**src/rtl/kwm_pkg.sv**
```systemverilog
// Shared types and constants for the k-way run merge unit.
// Used by every module under rtl/ except kwm_ram; depends on nothing.
package kwm_pkg;

  localparam int WAYS  = 8;
  localparam int BLOCK = 16;

  localparam int OP_W    = 2;
  localparam int RUN_W   = 3;
  localparam int SLOT_W  = 4;
  localparam int VAL_W   = 64;
  localparam int POS_W   = 32;
  localparam int WAYS_W  = 4;
  localparam int CFG_A_W = 3;
  localparam int CFG_D_W = 32;

  localparam int IDX_W  = $clog2(WAYS);
  localparam int CNT_W  = $clog2(WAYS + 1);
  localparam int BLK_W  = $clog2(BLOCK);
  localparam int DEPTH  = WAYS * BLOCK;
  localparam int ADDR_W = $clog2(DEPTH);
  // span accumulator: group_start + WAYS * run_length without wrap
  localparam int ACC_W  = POS_W + $clog2(WAYS) + 1;

  typedef enum logic [OP_W-1:0] {
    OP_LOAD = 2'd0,
    OP_INIT = 2'd1,
    OP_NEXT = 2'd2,
    OP_NONE = 2'd3
  } op_t;

  typedef enum logic [CFG_A_W-1:0] {
    CFG_WAYS    = 3'd0,
    CFG_RUN_LEN = 3'd1,
    CFG_TOTAL   = 3'd2,
    CFG_GROUP   = 3'd3,
    CFG_DESC    = 3'd4
  } cfg_idx_t;

  typedef enum logic [2:0] {
    ST_IDLE,
    ST_INIT,
    ST_SCAN,
    ST_DRAIN,
    ST_DONE
  } state_t;

  typedef struct packed {
    logic             load_wr;
    logic             init_start;
    logic             init_step;
    logic             scan_start;
    logic             scan_step;
    logic             finish;
    logic [IDX_W-1:0] idx;
  } cmd_t;

  typedef struct packed {
    logic [CNT_W-1:0] ways;
    logic             out_free;
  } stat_t;

endpackage

```
**src/rtl/kwm_ctrl.sv**
```systemverilog
// Sequencer for the k-way run merge unit: init sweep, run scan, result hand-off.
// Depends on kwm_pkg.
module kwm_ctrl (
  input  logic                         clk,
  input  logic                         rst,
  input  logic                         in_valid,
  output logic                         in_ready,
  input  logic [kwm_pkg::OP_W-1:0]     op,
  input  kwm_pkg::stat_t               stat,
  output kwm_pkg::cmd_t                cmd
);

  kwm_pkg::state_t             state, state_next;
  logic [kwm_pkg::CNT_W-1:0]   cnt, cnt_next;
  logic                        accept;
  kwm_pkg::op_t                op_code;

  assign op_code = kwm_pkg::op_t'(op);
  assign accept  = in_valid && (state == kwm_pkg::ST_IDLE);

  always_ff @(posedge clk) begin
    if (rst) begin
      state <= kwm_pkg::ST_IDLE;
      cnt   <= '0;
    end else begin
      state <= state_next;
      cnt   <= cnt_next;
    end
  end

  // next state
  always_comb begin
    state_next = state;
    cnt_next   = cnt;
    case (state)
      kwm_pkg::ST_IDLE: begin
        cnt_next = '0;
        if (accept) begin
          case (op_code)
            kwm_pkg::OP_INIT: state_next = kwm_pkg::ST_INIT;
            kwm_pkg::OP_NEXT: begin
              if (stat.ways == '0) state_next = kwm_pkg::ST_DONE;
              else                 state_next = kwm_pkg::ST_SCAN;
            end
            default: state_next = kwm_pkg::ST_IDLE;
          endcase
        end
      end
      kwm_pkg::ST_INIT: begin
        cnt_next = cnt + kwm_pkg::CNT_W'(1);
        if (cnt == kwm_pkg::CNT_W'(kwm_pkg::WAYS - 1)) state_next = kwm_pkg::ST_IDLE;
      end
      kwm_pkg::ST_SCAN: begin
        cnt_next = cnt + kwm_pkg::CNT_W'(1);
        if (cnt == stat.ways - kwm_pkg::CNT_W'(1)) state_next = kwm_pkg::ST_DRAIN;
      end
      kwm_pkg::ST_DRAIN: state_next = kwm_pkg::ST_DONE;
      kwm_pkg::ST_DONE: begin
        if (stat.out_free) state_next = kwm_pkg::ST_IDLE;
      end
      default: state_next = kwm_pkg::ST_IDLE;
    endcase
  end

  // outputs
  always_comb begin
    in_ready       = 1'b0;
    cmd            = '0;
    cmd.idx        = cnt[kwm_pkg::IDX_W-1:0];
    case (state)
      kwm_pkg::ST_IDLE: begin
        in_ready       = 1'b1;
        cmd.load_wr    = accept && (op_code == kwm_pkg::OP_LOAD);
        cmd.init_start = accept && (op_code == kwm_pkg::OP_INIT);
        cmd.scan_start = accept && (op_code == kwm_pkg::OP_NEXT);
      end
      kwm_pkg::ST_INIT:  cmd.init_step = 1'b1;
      kwm_pkg::ST_SCAN:  cmd.scan_step = 1'b1;
      kwm_pkg::ST_DRAIN: cmd = cmd;
      kwm_pkg::ST_DONE:  cmd.finish = stat.out_free;
      default:           in_ready = 1'b0;
    endcase
  end

endmodule

```
**config.mk**
```make
export PLATFORM = sky130hd
export DESIGN_NAME = kwm_ctrl
export DESIGN_NICKNAME = d
export VERILOG_FILES = /design/src/rtl/kwm_pkg.sv /design/src/rtl/kwm_ctrl.sv
export SDC_FILE = /design/constraint.sdc
export NUM_CORES = 1
export LEC_CHECK = 0
export ABC_AREA = 1
export BUFFER_PORTS_ARGS = -buffer_cell sky130_fd_sc_hd__buf_2
export CAP_MARGIN = 10
export CORE_AREA = 4 4 41 43
export DETAILED_ROUTE_END_ITERATION = 8
export DIE_AREA = 0 0 45 47
export GPL_ROUTABILITY_DRIVEN = 0
export PLACE_DENSITY = 0.72
export SLEW_MARGIN = 20
export SYNTH_ARGS = -nofsm -noshare
export SYNTH_HDL_FRONTEND = slang
export SYNTH_SLANG_ARGS = --single-unit
```
**constraint.sdc**
```tcl
create_clock -name clk -period 1.9 [get_ports clk]
set_input_delay 0.38 -clock clk [delete_from_list [all_inputs] [get_ports clk]]
set_output_delay 0.38 -clock clk [all_outputs]
set_load 0.03 [all_outputs]
```
After elaboration in Yosys (flattened, before gate mapping)
Cells that the tools add are included.

Add/sub/neg operators: 2. Equality and inequality tests: 12. Muxes and demuxes: 14. Reduce and logical (&&, ||, !) cells: 10.

Operators with widths (number): 2-to-1 mux 3 bit (5); one-hot mux 3 bit (5 select lines) (1); != test 2 bit, second input constant (4); one-hot mux 4 bit (2 select lines) (1); == test 3 x 2 -> 1 bit, second input constant (2); one-hot mux 3 bit (2 select lines) (1); 2-to-1 mux 1 bit (5); adder 4 x 1 -> 4 bit, second input constant (1); == test 4 x 3 -> 1 bit, second input constant (1); == test 4 bit (1); logical AND 1 bit (4); logical NOT 4 bit (1); AND reduction 4 bit (1); subtractor 4 x 1 -> 4 bit, second input constant (1); == test 3 x 1 -> 1 bit, second input constant (1); == test 3 bit, second input constant (1); logical NOT 3 bit (1); == test 2 x 1 -> 1 bit, second input constant (1); == test 2 bit, second input constant (1); logical NOT 2 bit (1); 2-to-1 mux 2 bit (1); nonzero test 2 bit (1); OR reduction 2 bit (1).

Input bits: 10. Register bits: 7. Output and inout bits: 10. Word-level logic and storage cells: 40.

Depth between registers and ports, before layout
Depth in word-level cells: 5. Mapped depth: 13. Mapped depth without buffers: 13.

Least setup slack after synthesis
No wires, ideal clock.

Kind: reg2out. Start point: register state[1]. End point: output port cmd[8] in the netlist's numbering. Required time: 1.520 ns. Cell stages (with the launch flop): 6. Path buffers: 0. Setup slack: 0.093 ns. Arrival time: 1.427 ns. Cells stage by stage: dfxtp_1 > nor2_1 > nand2_2 > inv_4 > nand2_1 > nor3_1.

RTL lines: start, declared (line kwm_ctrl.sv:13) `kwm_pkg::state_t state, state_next;`; start signal, assigned (line kwm_ctrl.sv:23) `state <= kwm_pkg::ST_IDLE;`; start signal, assigned (line kwm_ctrl.sv:26) `state <= state_next;`; end, declared (line kwm_ctrl.sv:10) `output kwm_pkg::cmd_t cmd`.

==> results.md <==
- Gr ovfl total: 0
- Seq/Total Area, Yosys: 23.38%
- Clk pin slew, worst setup/hold paths: 0.05 ns
- Maxcap violations: 0
- First-pass detailed-route iteration total: 3
- Complex-gate fraction of the synthesized area: 9.395%
- Mapped cell area: 599.3 um2
- WHS Path Cells: 2
- Slew margin rel.: 83.43%
- Multiplexer area fraction after synthesis: 0%
- Period utilization: 90.45%
- Status: finished, final reports clean
- Synthesized Nets: 112
- Dominant cell type by area after synthesis: dfxtp_1
- Worst-Margin Slew: 0.2464 ns
- FP Rows: 13
- Post-Synth XOR/XNOR Area: 2.923%
- GRT Util Overall: 14.65%
- Drt total wl: 1400 um
- Post-CTS sizing: 0
- CP max-delay cell: dfxtp_1
- Vias in the first global route: 584
- Final max-slew violation count: 0
- Final Skew: 0.002136 ns
- Nets@finish: 133
- CTS H-tree lvls: 1
- Most frequent cells in the layout: nand2_1 (29), buf_2 (19), inv_1 (14), nor2_1 (11)
- CP Data Required Time: 1.52 ns
- Per-cell routed wire length: 10.37 um
- CP Depth: 6
- I/O Buffers: 19
- R2r worst-path depth: 8
- Crit path buf inv count: 2
- CP Max Fanout: 6
- CP Class: register to output port
- Via count: 648
- Iteration-0 DRC Markers: 5
- Area contributors post-synth: dfxtp_1 (23%), nand2_1 (18%), inv_1 (8.8%)
- ANT cells: 0
- DRT met1 WL: 651 um
- First-pass GRT wire length: 2249 um
- DR DRC count: 0
- Max clock buf depth: 2
- Initial antenna violation count: 0
- WL met2: 660 um
- CP Launch Type: register
- Area of the die: 2115 um2
- Final Hold Viols: 0
- Crit path DAT: 1.34 ns
- Final setup vio count: 0
- CTS buffer count: 3
- Post-Synthesis Cells: 100
- Latest clock arrival within the worst-skew pair: 0.25 ns
- Setup TNS: 0 ns
- RSZ-0062 raised after global routing: no
- Vias/cell: 4.800
- CTS Hold Buffers Added: 0
- Clock sink total: 7
- CTS tree: built
- Share of the core filled with cells: 55.10%
- Top Metal Used: met4
- Top-area cell type share of the netlist area: 23.38%
- Die Ht: 47 um
- Cells along the critical path: nor2_1 > nand2_2 > inv_4 > nand2_1 > nor3_1 > buf_2
- Routed wl met3: 72 um
- Root Buffer: clkbuf_4
- Simple-gate area share of the yosys netlist: 44.68%
- Hold crit path type: input pin to register
- Synth Register Bits: 7
- ANT nets after route: 0
- Cell family with most CP delay: simple AND/OR/NAND/NOR gates
- Fmax: 581.9 MHz
- Largest family of logic cells by synthesized area: simple AND/OR/NAND/NOR gates
- Core ar.: 1301 um2
- Slowest stage delay, CP: 0.35 ns
- Leading cell type in the layout, fill and taps excluded: nand2_1
- Static Leak: 0.4024 nW
- HPWL Detailed: 1184 um
- PD cells: 1320 nW/um2
- VDD IR max: 562.8 uV
- Fillers: 152
- Post-synthesis adder-cell area fraction: 4.175%
- Number of distinct library cells after synthesis: 25
- Post-layout min period: 1.719 ns
- CP Capture Type: output port
- Die X: 45 um
- Effective utilization at floorplan: 46.06%
- Layout cells sized above 1: 28.33%
- Syn Area/Cell: 5.993 um2
- Ys Warns: 0
- Area grow syn2layout: 19.62%
- I/O Pins: 20
- Postcts setup bufs: 0
- Largest net degree at the start of global routing: 8
[final timing paths]
check	from	endpoint	slack [ns]
worst min-delay path	rst	cnt[0]	0.37
worst min register to register	cnt[0]	cnt[0]	0.52
worst max register to register	cnt[1]	state[1]	0.39
worst max-delay path	state[1]	cmd[8]	0.18
[Yosys cell counts, drive strengths merged]
| cell type | count |
|---|---|
| nand4 | 1 |
| inv | 18 |
| xor2 | 2 |
| nor2 | 13 |
| nand3 | 8 |
| ha | 2 |
| o31ai | 1 |
| buf | 3 |
| dfxtp | 7 |
| nand2 | 30 |
| nor3 | 3 |
| nand3b | 1 |
| or2 | 2 |
| a21oi | 5 |
| o21ai | 4 |
[worst register-to-register path, delay by kind of cell, from the launching register on]
| kind | cells | cell delay (ns) |
|---|---|---|
| AO/OA/AOI/OAI | 2 | 0.34 |
| flip-flops | 1 | 0.42 |
| AND/OR/NAND/NOR | 4 | 0.40 |
| buffers and inverters | 1 | 0.05 |
| adder cells (fa/ha/maj) | 1 | 0.20 |
[per-layer routing]
layer / global-route usage, % / vias up
met5: 0 / -
met4: 8.772 / 0
met3: 1.916 / 4
met2: 24.86 / 13
met1: 17.62 / 283
li1: - / 348
[report_power, final]
group / internal (W) / switching, W / leakage, nW
Combinational: 0.000187 / 0.000401 / 0.330
Clock: 0.0000799 / 0.0000515 / 0.0150
Sequential: 0.000184 / 0.0000434 / 0.0571
[flip-flops by register name, summed over array words and instances, names as in the netlist]
| name | flops |
|---|---|
| cnt | 4 |
| state | 3 |
[per-stage QoR]
step / instances / cell area (um2) / hold slack, ns / setup slack [ns] / power, W
floorplan: 100 / 599.3 / 0.4491 / 0.09333 / 0.0007013
global placement: 131 / 690.7 / 0.4895 / 0.3311 / 0.0008068
detailed placement: 131 / 690.7 / 0.5189 / 0.2621 / 0.0008201
CTS: 135 / 716.9 / 0.3742 / 0.1841 / 0.0009536
global route: 135 / 716.9 / 0.3974 / 0.03403 / 0.001026
finish: 135 / 716.9 / 0.3734 / 0.1814 / 0.0009465
[cell families after synthesis]
| group | count (synthesis) |
|---|---|
| flops | 7 |
| simple gates | 58 |
| buf+inv | 21 |
| xor+xnor | 2 |
| fa+ha+maj | 2 |
| compound gates | 10 |
[final cells by class]
cell class / instances / area, um2 / area share, %
inverter: 18 / 70.07 / 9.773
tap: 15 / 18.77 / 2.618
timing repair buffer: 19 / 95.09 / 13.26
sequential: 7 / 140.1 / 19.55
clock buffer: 4 / 26.28 / 3.665
multi-input combinational: 72 / 366.6 / 51.13
Note: power is estimated with default switching activity, not from simulation.
